===== src/rtl/ssprx_pkg.sv =====
// ----------------------------------------------------------------------------
// ssprx_pkg
// Shared types and constants for the servo status packet receiver: the input
// and result beat layouts, operation codes and status codes.
// ----------------------------------------------------------------------------
package ssprx_pkg;

	// Operation carried by one input beat.
	typedef enum logic [1:0] {
		OP_START = 2'd0,
		OP_BYTE  = 2'd1,
		OP_TICK  = 2'd2,
		OP_NONE  = 2'd3
	} op_t;

	// Completion status of one transaction.
	typedef enum logic [1:0] {
		ST_OK        = 2'd0,
		ST_TIMEOUT   = 2'd1,
		ST_BAD_ID    = 2'd2,
		ST_SERVO_ERR = 2'd3
	} status_t;

	// Header byte value; repeated header bytes at the id slot are skipped.
	localparam logic [7:0] HDR_BYTE = 8'hFF;

	// Shortest legal frame, header included.
	localparam logic [4:0] MIN_FRAME_BYTES = 5'd6;

	// Frame positions of the fields that the result uses.
	localparam int POS_ID    = 2;
	localparam int POS_ERR   = 4;
	localparam int POS_VAL_L = 5;
	localparam int POS_VAL_H = 6;

	// Shortest frame that carries a read value.
	localparam int VALUE_FRAME_BYTES = 8;

	typedef struct packed {
		logic [1:0] operation;
		logic [7:0] expected_id;
		logic [3:0] expected_length;
		logic [7:0] rx_byte;
	} in_beat_t;

	typedef struct packed {
		logic [1:0]  status_code;
		logic [7:0]  servo_error;
		logic [15:0] read_value;
	} out_beat_t;

	// Transaction status exported by the frame core.
	typedef struct packed {
		logic active;
		logic bad_id_seen;
	} core_stat_t;

endpackage


===== src/rtl/servo_status_packet_receiver_core.sv =====
// ----------------------------------------------------------------------------
// servo_status_packet_receiver_core
// Flow: a beat accepted into the input register is processed by the frame core
//   once the result register can load; its result is then registered and offered on out_valid.
// Throughput: one input beat per cycle while the result register can load,
//   set by the single-pass frame core between the input and result registers.
// Reset: arst_n clears the transaction to idle and timeout_ticks to 100.
// ----------------------------------------------------------------------------
module servo_status_packet_receiver_core
	import ssprx_pkg::*;
#(
	parameter int MAX_FRAME_BYTES = 8
) (
	input  logic        clk,
	input  logic        arst_n,
	input  logic        in_valid,
	output logic        in_stall,
	input  in_beat_t    in_beat,
	output logic        out_valid,
	input  logic        out_stall,
	output out_beat_t   out_beat,
	input  logic        cfg_write_enable,
	input  logic [15:0] cfg_write_data
);

	logic       in_valid_s1;
	in_beat_t   in_beat_s1;
	logic       out_valid_q;
	out_beat_t  out_beat_q;
	logic [15:0] timeout_ticks_q;

	logic       out_free;
	logic       fire_s1;
	logic       res_valid;
	out_beat_t  result;
	core_stat_t core_stat;

	// The result register can load when empty or being drained this cycle.
	assign out_free = !out_valid_q || !out_stall;
	assign fire_s1  = in_valid_s1 && out_free;
	assign in_stall = in_valid_s1 && !out_free;

	// Timeout register.
	always_ff @(posedge clk or negedge arst_n) begin
		if (!arst_n) begin
			timeout_ticks_q <= 16'd100;
		end else if (cfg_write_enable) begin
			timeout_ticks_q <= cfg_write_data;
		end
	end

	// Input register.
	always_ff @(posedge clk or negedge arst_n) begin
		if (!arst_n) begin
			in_valid_s1 <= 1'b0;
		end else if (!in_stall) begin
			in_valid_s1 <= in_valid;
		end
	end

	always_ff @(posedge clk) begin
		if (!in_stall && in_valid) begin
			in_beat_s1 <= in_beat;
		end
	end

	ssprx_frame_core #(
		.MAX_FRAME_BYTES(MAX_FRAME_BYTES)
	) u_frame_core (
		.clk          (clk),
		.arst_n       (arst_n),
		.fire         (fire_s1),
		.item         (in_beat_s1),
		.timeout_ticks(timeout_ticks_q),
		.res_valid    (res_valid),
		.result       (result),
		.stat         (core_stat)
	);

	// Result register.
	always_ff @(posedge clk or negedge arst_n) begin
		if (!arst_n) begin
			out_valid_q <= 1'b0;
		end else if (out_free) begin
			out_valid_q <= res_valid;
		end
	end

	always_ff @(posedge clk) begin
		if (out_free && res_valid) begin
			out_beat_q <= result;
		end
	end

	assign out_valid = out_valid_q;
	assign out_beat  = out_beat_q;

	// A result always closes the transaction.
	a_result_ends: assert property (@(posedge clk) disable iff (!arst_n)
		res_valid |=> !core_stat.active)
		else $error("transaction still active after a result");

	// An idle receiver produces no result.
	a_idle_quiet: assert property (@(posedge clk) disable iff (!arst_n)
		(fire_s1 && !core_stat.active) |-> !res_valid)
		else $error("result produced while idle");

	// A bad-id status requires a discarded frame in this transaction.
	a_bad_id_cause: assert property (@(posedge clk) disable iff (!arst_n)
		(res_valid && result.status_code == ST_BAD_ID) |-> core_stat.bad_id_seen)
		else $error("bad id reported without a mismatched frame");

	// Input stalls only when the input register holds an unprocessed beat.
	a_stall_cause: assert property (@(posedge clk) disable iff (!arst_n)
		in_stall |-> (in_valid_s1 && out_valid_q && out_stall))
		else $error("input stalled without a blocked beat");

endmodule


===== src/rtl/ssprx_frame_core.sv =====
// ----------------------------------------------------------------------------
// ssprx_frame_core
// Transaction state and frame parser. Processes one registered input beat
// per cycle when fire is high and produces at most one result.
// ----------------------------------------------------------------------------
module ssprx_frame_core
	import ssprx_pkg::*;
#(
	parameter int MAX_FRAME_BYTES = 8
) (
	input  logic       clk,
	input  logic       arst_n,
	input  logic       fire,
	input  in_beat_t   item,
	input  logic [15:0] timeout_ticks,
	output logic       res_valid,
	output out_beat_t  result,
	output core_stat_t stat
);

	localparam int CNT_W  = $clog2(MAX_FRAME_BYTES + 1);
	localparam int IDX_W  = $clog2(MAX_FRAME_BYTES);
	localparam int VIEW_N = (MAX_FRAME_BYTES < VALUE_FRAME_BYTES) ?
		VALUE_FRAME_BYTES : MAX_FRAME_BYTES;
	localparam bit LONG_OK = (MAX_FRAME_BYTES >= VALUE_FRAME_BYTES);

	logic             active_q;
	logic [CNT_W-1:0] byte_index_q;
	logic [7:0]       frame_q [MAX_FRAME_BYTES];
	logic [7:0]       want_id_q;
	logic [CNT_W-1:0] want_length_q;
	logic [15:0]      elapsed_q;
	logic             bad_id_seen_q;

	logic             active_d;
	logic [CNT_W-1:0] byte_index_d;
	logic [7:0]       want_id_d;
	logic [CNT_W-1:0] want_length_d;
	logic [15:0]      elapsed_d;
	logic             bad_id_seen_d;
	logic             frame_clr;
	logic             frame_wr;

	logic [7:0]       view [VIEW_N];
	logic [4:0]       len_ext;
	logic [4:0]       len_clamp;
	logic [16:0]      tick_next;
	logic [CNT_W-1:0] idx_next;
	logic             want_long;

	// Frame as it stands with the current byte written at the current index.
	for (genvar k = 0; k < VIEW_N; k++) begin : g_view
		if (k < MAX_FRAME_BYTES) begin : g_real
			assign view[k] = (byte_index_q == CNT_W'(k)) ? item.rx_byte : frame_q[k];
		end else begin : g_pad
			assign view[k] = 8'h00;
		end
	end

	// Clamp the requested frame length into the legal range.
	assign len_ext   = {1'b0, item.expected_length};
	assign len_clamp = (len_ext < MIN_FRAME_BYTES) ? MIN_FRAME_BYTES :
		(len_ext > 5'(MAX_FRAME_BYTES)) ? 5'(MAX_FRAME_BYTES) : len_ext;

	assign tick_next = {1'b0, elapsed_q} + 17'd1;
	assign idx_next  = byte_index_q + CNT_W'(1);
	assign want_long = LONG_OK && (want_length_q >= CNT_W'(VALUE_FRAME_BYTES));

	// Next state and result for the beat being processed.
	always_comb begin
		active_d      = active_q;
		byte_index_d  = byte_index_q;
		want_id_d     = want_id_q;
		want_length_d = want_length_q;
		elapsed_d     = elapsed_q;
		bad_id_seen_d = bad_id_seen_q;
		frame_clr     = 1'b0;
		frame_wr      = 1'b0;
		res_valid     = 1'b0;
		result        = '0;
		case (op_t'(item.operation))
			OP_START: begin
				active_d      = 1'b1;
				byte_index_d  = '0;
				frame_clr     = 1'b1;
				want_id_d     = item.expected_id;
				want_length_d = CNT_W'(len_clamp);
				elapsed_d     = '0;
				bad_id_seen_d = 1'b0;
			end
			OP_TICK: begin
				if (active_q) begin
					if (tick_next > {1'b0, timeout_ticks}) begin
						active_d  = 1'b0;
						res_valid = 1'b1;
						result.status_code = bad_id_seen_q ? ST_BAD_ID : ST_TIMEOUT;
					end else begin
						elapsed_d = tick_next[15:0];
					end
				end
			end
			OP_BYTE: begin
				if (active_q) begin
					if (byte_index_q == CNT_W'(0)) begin
						if (item.rx_byte == HDR_BYTE) begin
							frame_wr     = 1'b1;
							byte_index_d = CNT_W'(1);
						end
					end else if (byte_index_q == CNT_W'(1)) begin
						if (item.rx_byte == HDR_BYTE) begin
							frame_wr     = 1'b1;
							byte_index_d = CNT_W'(2);
						end else begin
							byte_index_d = '0;
						end
					end else if (!(byte_index_q == CNT_W'(2) && item.rx_byte == HDR_BYTE))
					begin
						frame_wr     = 1'b1;
						byte_index_d = idx_next;
						if (idx_next >= want_length_q) begin
							byte_index_d = '0;
							if (view[POS_ID] == want_id_q) begin
								// Matching frame closes the transaction.
								active_d = 1'b0;
								res_valid = 1'b1;
								result.servo_error = view[POS_ERR];
								if (view[POS_ERR] == 8'h00) begin
									result.status_code = ST_OK;
									if (want_long) begin
										result.read_value = {view[POS_VAL_H], view[POS_VAL_L]};
									end
								end else begin
									result.status_code = ST_SERVO_ERR;
								end
							end else begin
								// Wrong id: drop the frame and hunt again.
								bad_id_seen_d = 1'b1;
								frame_clr     = 1'b1;
							end
						end
					end
				end
			end
			default: begin
			end
		endcase
		if (!fire) begin
			res_valid = 1'b0;
		end
	end

	// Transaction state registers.
	always_ff @(posedge clk or negedge arst_n) begin
		if (!arst_n) begin
			active_q      <= 1'b0;
			byte_index_q  <= '0;
			want_id_q     <= '0;
			want_length_q <= '0;
			elapsed_q     <= '0;
			bad_id_seen_q <= 1'b0;
		end else if (fire) begin
			active_q      <= active_d;
			byte_index_q  <= byte_index_d;
			want_id_q     <= want_id_d;
			want_length_q <= want_length_d;
			elapsed_q     <= elapsed_d;
			bad_id_seen_q <= bad_id_seen_d;
		end
	end

	// Frame byte store, cleared on start and on a discarded frame.
	always_ff @(posedge clk or negedge arst_n) begin
		if (!arst_n) begin
			for (int i = 0; i < MAX_FRAME_BYTES; i++) begin
				frame_q[i] <= 8'h00;
			end
		end else if (fire) begin
			if (frame_clr) begin
				for (int i = 0; i < MAX_FRAME_BYTES; i++) begin
					frame_q[i] <= 8'h00;
				end
			end else if (frame_wr && (byte_index_q < CNT_W'(MAX_FRAME_BYTES))) begin
				frame_q[byte_index_q[IDX_W-1:0]] <= item.rx_byte;
			end
		end
	end

	assign stat.active      = active_q;
	assign stat.bad_id_seen = bad_id_seen_q;

endmodule

===== config.mk =====
export PLATFORM = sky130hd
export DESIGN_NAME = servo_status_packet_receiver_core
export DESIGN_NICKNAME = d
export VERILOG_FILES = /design/src/rtl/ssprx_pkg.sv /design/src/rtl/servo_status_packet_receiver_core.sv /design/src/rtl/ssprx_frame_core.sv
export SDC_FILE = /design/constraint.sdc
export NUM_CORES = 1
export LEC_CHECK = 0
export BUFFER_PORTS_ARGS = -buffer_cell sky130_fd_sc_hd__buf_2
export CAP_MARGIN = 40
export CORE_MARGIN = 1
export CORE_UTILIZATION = 50
export CTS_CLUSTER_SIZE = 12
export DETAILED_ROUTE_END_ITERATION = 7
export GPL_ROUTABILITY_DRIVEN = 0
export PLACE_DENSITY_LB_ADDON = 0.15
export SYNTH_ARGS = -nofsm -noshare
export SYNTH_HDL_FRONTEND = slang
export SYNTH_SLANG_ARGS = --single-unit

===== constraint.sdc =====
create_clock -name clk -period 5 [get_ports clk]
set_input_delay 0.25 -clock clk [delete_from_list [all_inputs] [get_ports clk]]
set_output_delay 0.25 -clock clk [all_outputs]
set_load 0.01 [all_outputs]

==> flow_metrics.py <==
metrics = {
    "die": {
        "io-pin-count": 71,
        "dieArea_um2": 13490,
        "rows": 41,
        "start_util_pct": 51.42,
        "core_um2": 12670,
        "die_w_um": 116.2,
        "die_y_um": 116.2,
    },
    "worst_hold_path": {
        "hp-start": "in_valid",
        "hold_end": "in_valid_s1",
        "hold_depth": 2,
        "hold_class": "primary input to flip-flop",
    },
    "critical_path": {
        "worstReg2RegEnd": "u_frame_core.elapsed_q[13]",
        "ff2ff_path_depth": 12,
        "worstSetupPathType": "flip-flop to flip-flop",
        "cp-start-kind": "flip-flop",
        "worstPathArrival_ns": 4.57,
        "cp_data_required_time_ns": 5.30,
        "reg2reg_slack_ns": 0.73,
        "cp_max_fo": 16,
        "timing.rr.start": "u_frame_core.elapsed_q[0]",
        "worstSetupEndpointType": "flip-flop",
    },
    "layout": {
        "final_area_um2": 7926,
        "layout_commonest_cell": "dfrtp_1",
        "antenna_cells": 0,
        "area_growth_pct": 21.66,
        "final_cell_mix": "81 x dfrtp_1, 69 x buf_2, 49 x nand2_1, 48 x edfxtp_1, 44 x nor2_1",
        "layout-drive-gt1-share_pct": 20.09,
        "fin_nets": 751,
    },
    "cts": {
        "htreeDepth": 4,
        "clock_latency_ns": 0.42,
        "cts-resized-gates": 0,
        "clk_pin_slew_ns": 0.06,
        "clock-sinks": 132,
        "cts_root_buffer": "clkbuf_16",
        "cts_tree": "yes",
        "cts_buffers": 17,
        "cts_buffer_depth": 2,
    },
    "power_and_ir_drop": {
        "ir_worst_vdd_v": 0.0002239,
        "p_sw_share_pct": 24.85,
        "comb_power_share_pct": 11.8,
        "p_int_mw": 2.242,
        "power.share.clock_pct": 46.3,
        "p_sw_mw": 0.7412,
        "power_density_nw_per_um2": 376.3,
        "pwr-share-seq_pct": 41.9,
        "leakage_nw": 3.725,
        "p_total_mw": 2.983,
    },
    "route": {
        "routed.top_layer": "met4",
        "drt_first_pass_iters": 5,
        "avgRoutedWirePerCell_um": 16.24,
        "dr_total_vias": 4765,
        "met1_length_um": 6637,
        "routed_wl_um": 14030,
        "route.detailed.drc": 0,
        "met2WireLength_um": 6507,
        "route.met3.wl_um": 666,
        "viasPerCell": 5.515,
        "drt-initial-drc-count": 359,
        "antenna_left": 0,
    },
    "placement": {
        "hpwl_um": 9840,
        "port_buffers": 70,
        "dpl_cell_area_um2": 7033,
        "pre_cts_slack_ns": 0.7909,
    },
    "synthesis": {
        "synthCells": 582,
        "ys_ff_latch": 132,
        "ys_warn_count": 0,
        "synth-edff-count": 48,
        "syn-num-nets": 654,
        "synth_top_area_share_pct": 31.11,
        "post_synth_instance_area_um2": 6515,
        "async_flop_share_pct": 63.64,
        "synth_cell_types": 54,
        "postSynthAreaPerCell_um2": 11.19,
        "synth_seq_area_share_pct": 54.45,
        "synth.largest_area_cell": "dfrtp_1",
        "yosys-top-cells-area": "dfrtp_1 31%, edfxtp_1 22%, ha_1 5.6%",
        "ys.flop_type": "dfrtp_1",
    },
    "grt": {
        "grt_max_degree": 51,
        "grt_pass1_vias": 4574,
        "grt_pass1_wl_um": 22730,
        "grtUsageTotal_pct": 22.70,
        "grt-ovfl-total": 0,
        "antenna_found_initial": 0,
    },
    "sta": {
        "hold_viol_final": 0,
        "fin_crit_sh_pct": 85.33,
        "slew-limit-headroom_pct": 37.28,
        "skew_ns": 0.007474,
        "slew_violations": 0,
        "period_minus_slack_ns": 4.266,
        "max_slew.worst_pin.slew_ns": 0.9388,
        "rsz0062_at_grt": "no",
        "setup_ws_ns": 0.7336,
        "tns_ns": 0,
        "fmax_mhz": 234.4,
        "finalSetupViolCount": 0,
    },
    "outcome": {
        "status": "completed",
    },
    "job": {
        "drv_cap": 0,
    },
}
==> Yosys cell counts, types with 4 or more instances <==
library cell and n:
and2_1 15, mux2_2 20, mux2i_1 23, a22o_1 34, nand2_1 49, a21oi_1 19, inv_1 37, dfrtp_1 81
a31oi_1 4, o21ai_2 4, and3_1 10, o21ai_0 33, nand4_1 8, clkbuf_1 10, ha_1 29, buf_1 4
nor2_1 44, nor4_1 5, nor2b_1 12, xnor2_1 11, nor3_1 6, xor2_1 11, nand3_1 15, edfxtp_1 48
==> per-layer routing <==
layer	vias up	GRT usage (%)
met5	-	0
met4	0	9.231
met3	19	5.086
met2	156	35.79
met1	2295	30.53
li1	2295	-
==> stage by stage <==
step / cells / utilization, % / hold slack [ns]
2_1_floorplan: 582 / - / -0.04559
3_3_place_gp: 806 / 55.21 / 0.2235
3_5_place_dp: 809 / 55.51 / 0.2293
5_1_grt: 864 / 62.56 / 0.03692
4_1_cts: 864 / 62.56 / 0.01007
6_report: 864 / 62.56 / 0.02622
==> worst max path at each step <==
| stage | from | end | slack (ns) | cells past startpoint |
|---|---|---|---|---|
| 6_report | u_frame_core.elapsed_q[0] | u_frame_core.elapsed_q[13] | 0.73 | 12 |
| 5_1_grt | u_frame_core.elapsed_q[0] | u_frame_core.elapsed_q[13] | 0.52 | 12 |
| 4_1_cts | u_frame_core.elapsed_q[0] | u_frame_core.elapsed_q[13] | 0.77 | 12 |
| 3_5_place_dp | u_frame_core.elapsed_q[0] | u_frame_core.elapsed_q[8] | 0.79 | 12 |
| 3_3_place_gp | u_frame_core.elapsed_q[0] | u_frame_core.elapsed_q[13] | 0.95 | 12 |
| 2_1_floorplan | u_frame_core.elapsed_q[0] | out_beat[0] | 1.45 | 12 |
==> cell families after synthesis <==
group,count (synthesis),synth area share [%]
buffers and inverters,56,3.591
XOR/XNOR,22,2.957
AO/OA/AOI/OAI,123,13.10
flip-flops,132,54.45
adder cells (fa/ha/maj),29,5.569
multiplexers,43,6.991
AND/OR/NAND/NOR,177,13.35
==> power groups by stage <==
| stage | Combinational, mW | Sequential, mW | Clock [mW] |
|---|---|---|---|
| final | 0.353 | 1.25 | 1.38 |
| after global routing | 0.400 | 1.26 | 1.45 |
| after CTS | 0.355 | 1.25 | 1.40 |
| after detailed placement | 0.338 | 1.27 | 0 |
| after global placement | 0.325 | 1.26 | 0 |
| after floorplan | 0.238 | 1.25 | 0 |
==> registers in the layout, indices dropped and copies added, names as in the netlist <==
name                        cells
u_frame_core.frame_q           32
u_frame_core.elapsed_q         16
in_valid_s1                     1
in_beat_s1                     22
u_frame_core.bad_id_seen_q      1
u_frame_core.want_length_q      4
u_frame_core.want_id_q          8
out_valid                       1
u_frame_core.active_q           1
timeout_ticks_q                16
u_frame_core.byte_index_q       4
out_beat                       26
==> critical path, cell delays in order (launching register included) <==
cell and delay (ns):
dfrtp_1 0.42, ha_1 0.24, nand3_1 0.20, nor2_1 0.26, nand3_1 0.14, xnor2_1 0.16, ha_1 0.31, nand3_1 0.10
or2_0 0.26, or4_1 0.53, a32oi_1 0.42, and2_1 0.70, mux2_2 0.41
==> layout make-up <==
| type | instances | area [µm²] |
|---|---|---|
| clock buffers | 18 | 439.2 |
| clock inverters | 14 | 224.0 |
| fillers | 1019 | 4745 |
| inverters | 37 | 138.9 |
| multi-input cells | 394 | 2734 |
| flip-flops and latches | 132 | 3547 |
| well taps | 172 | 215.2 |
| repair buffers | 97 | 628.1 |
==> what timing repair did <==
action                    4_1_cts  5_1_grt
buffers inserted                0        0
hold endpoints to repair       56        0
hold buffers                   23        0
Note: power is estimated with default switching activity, not from simulation.
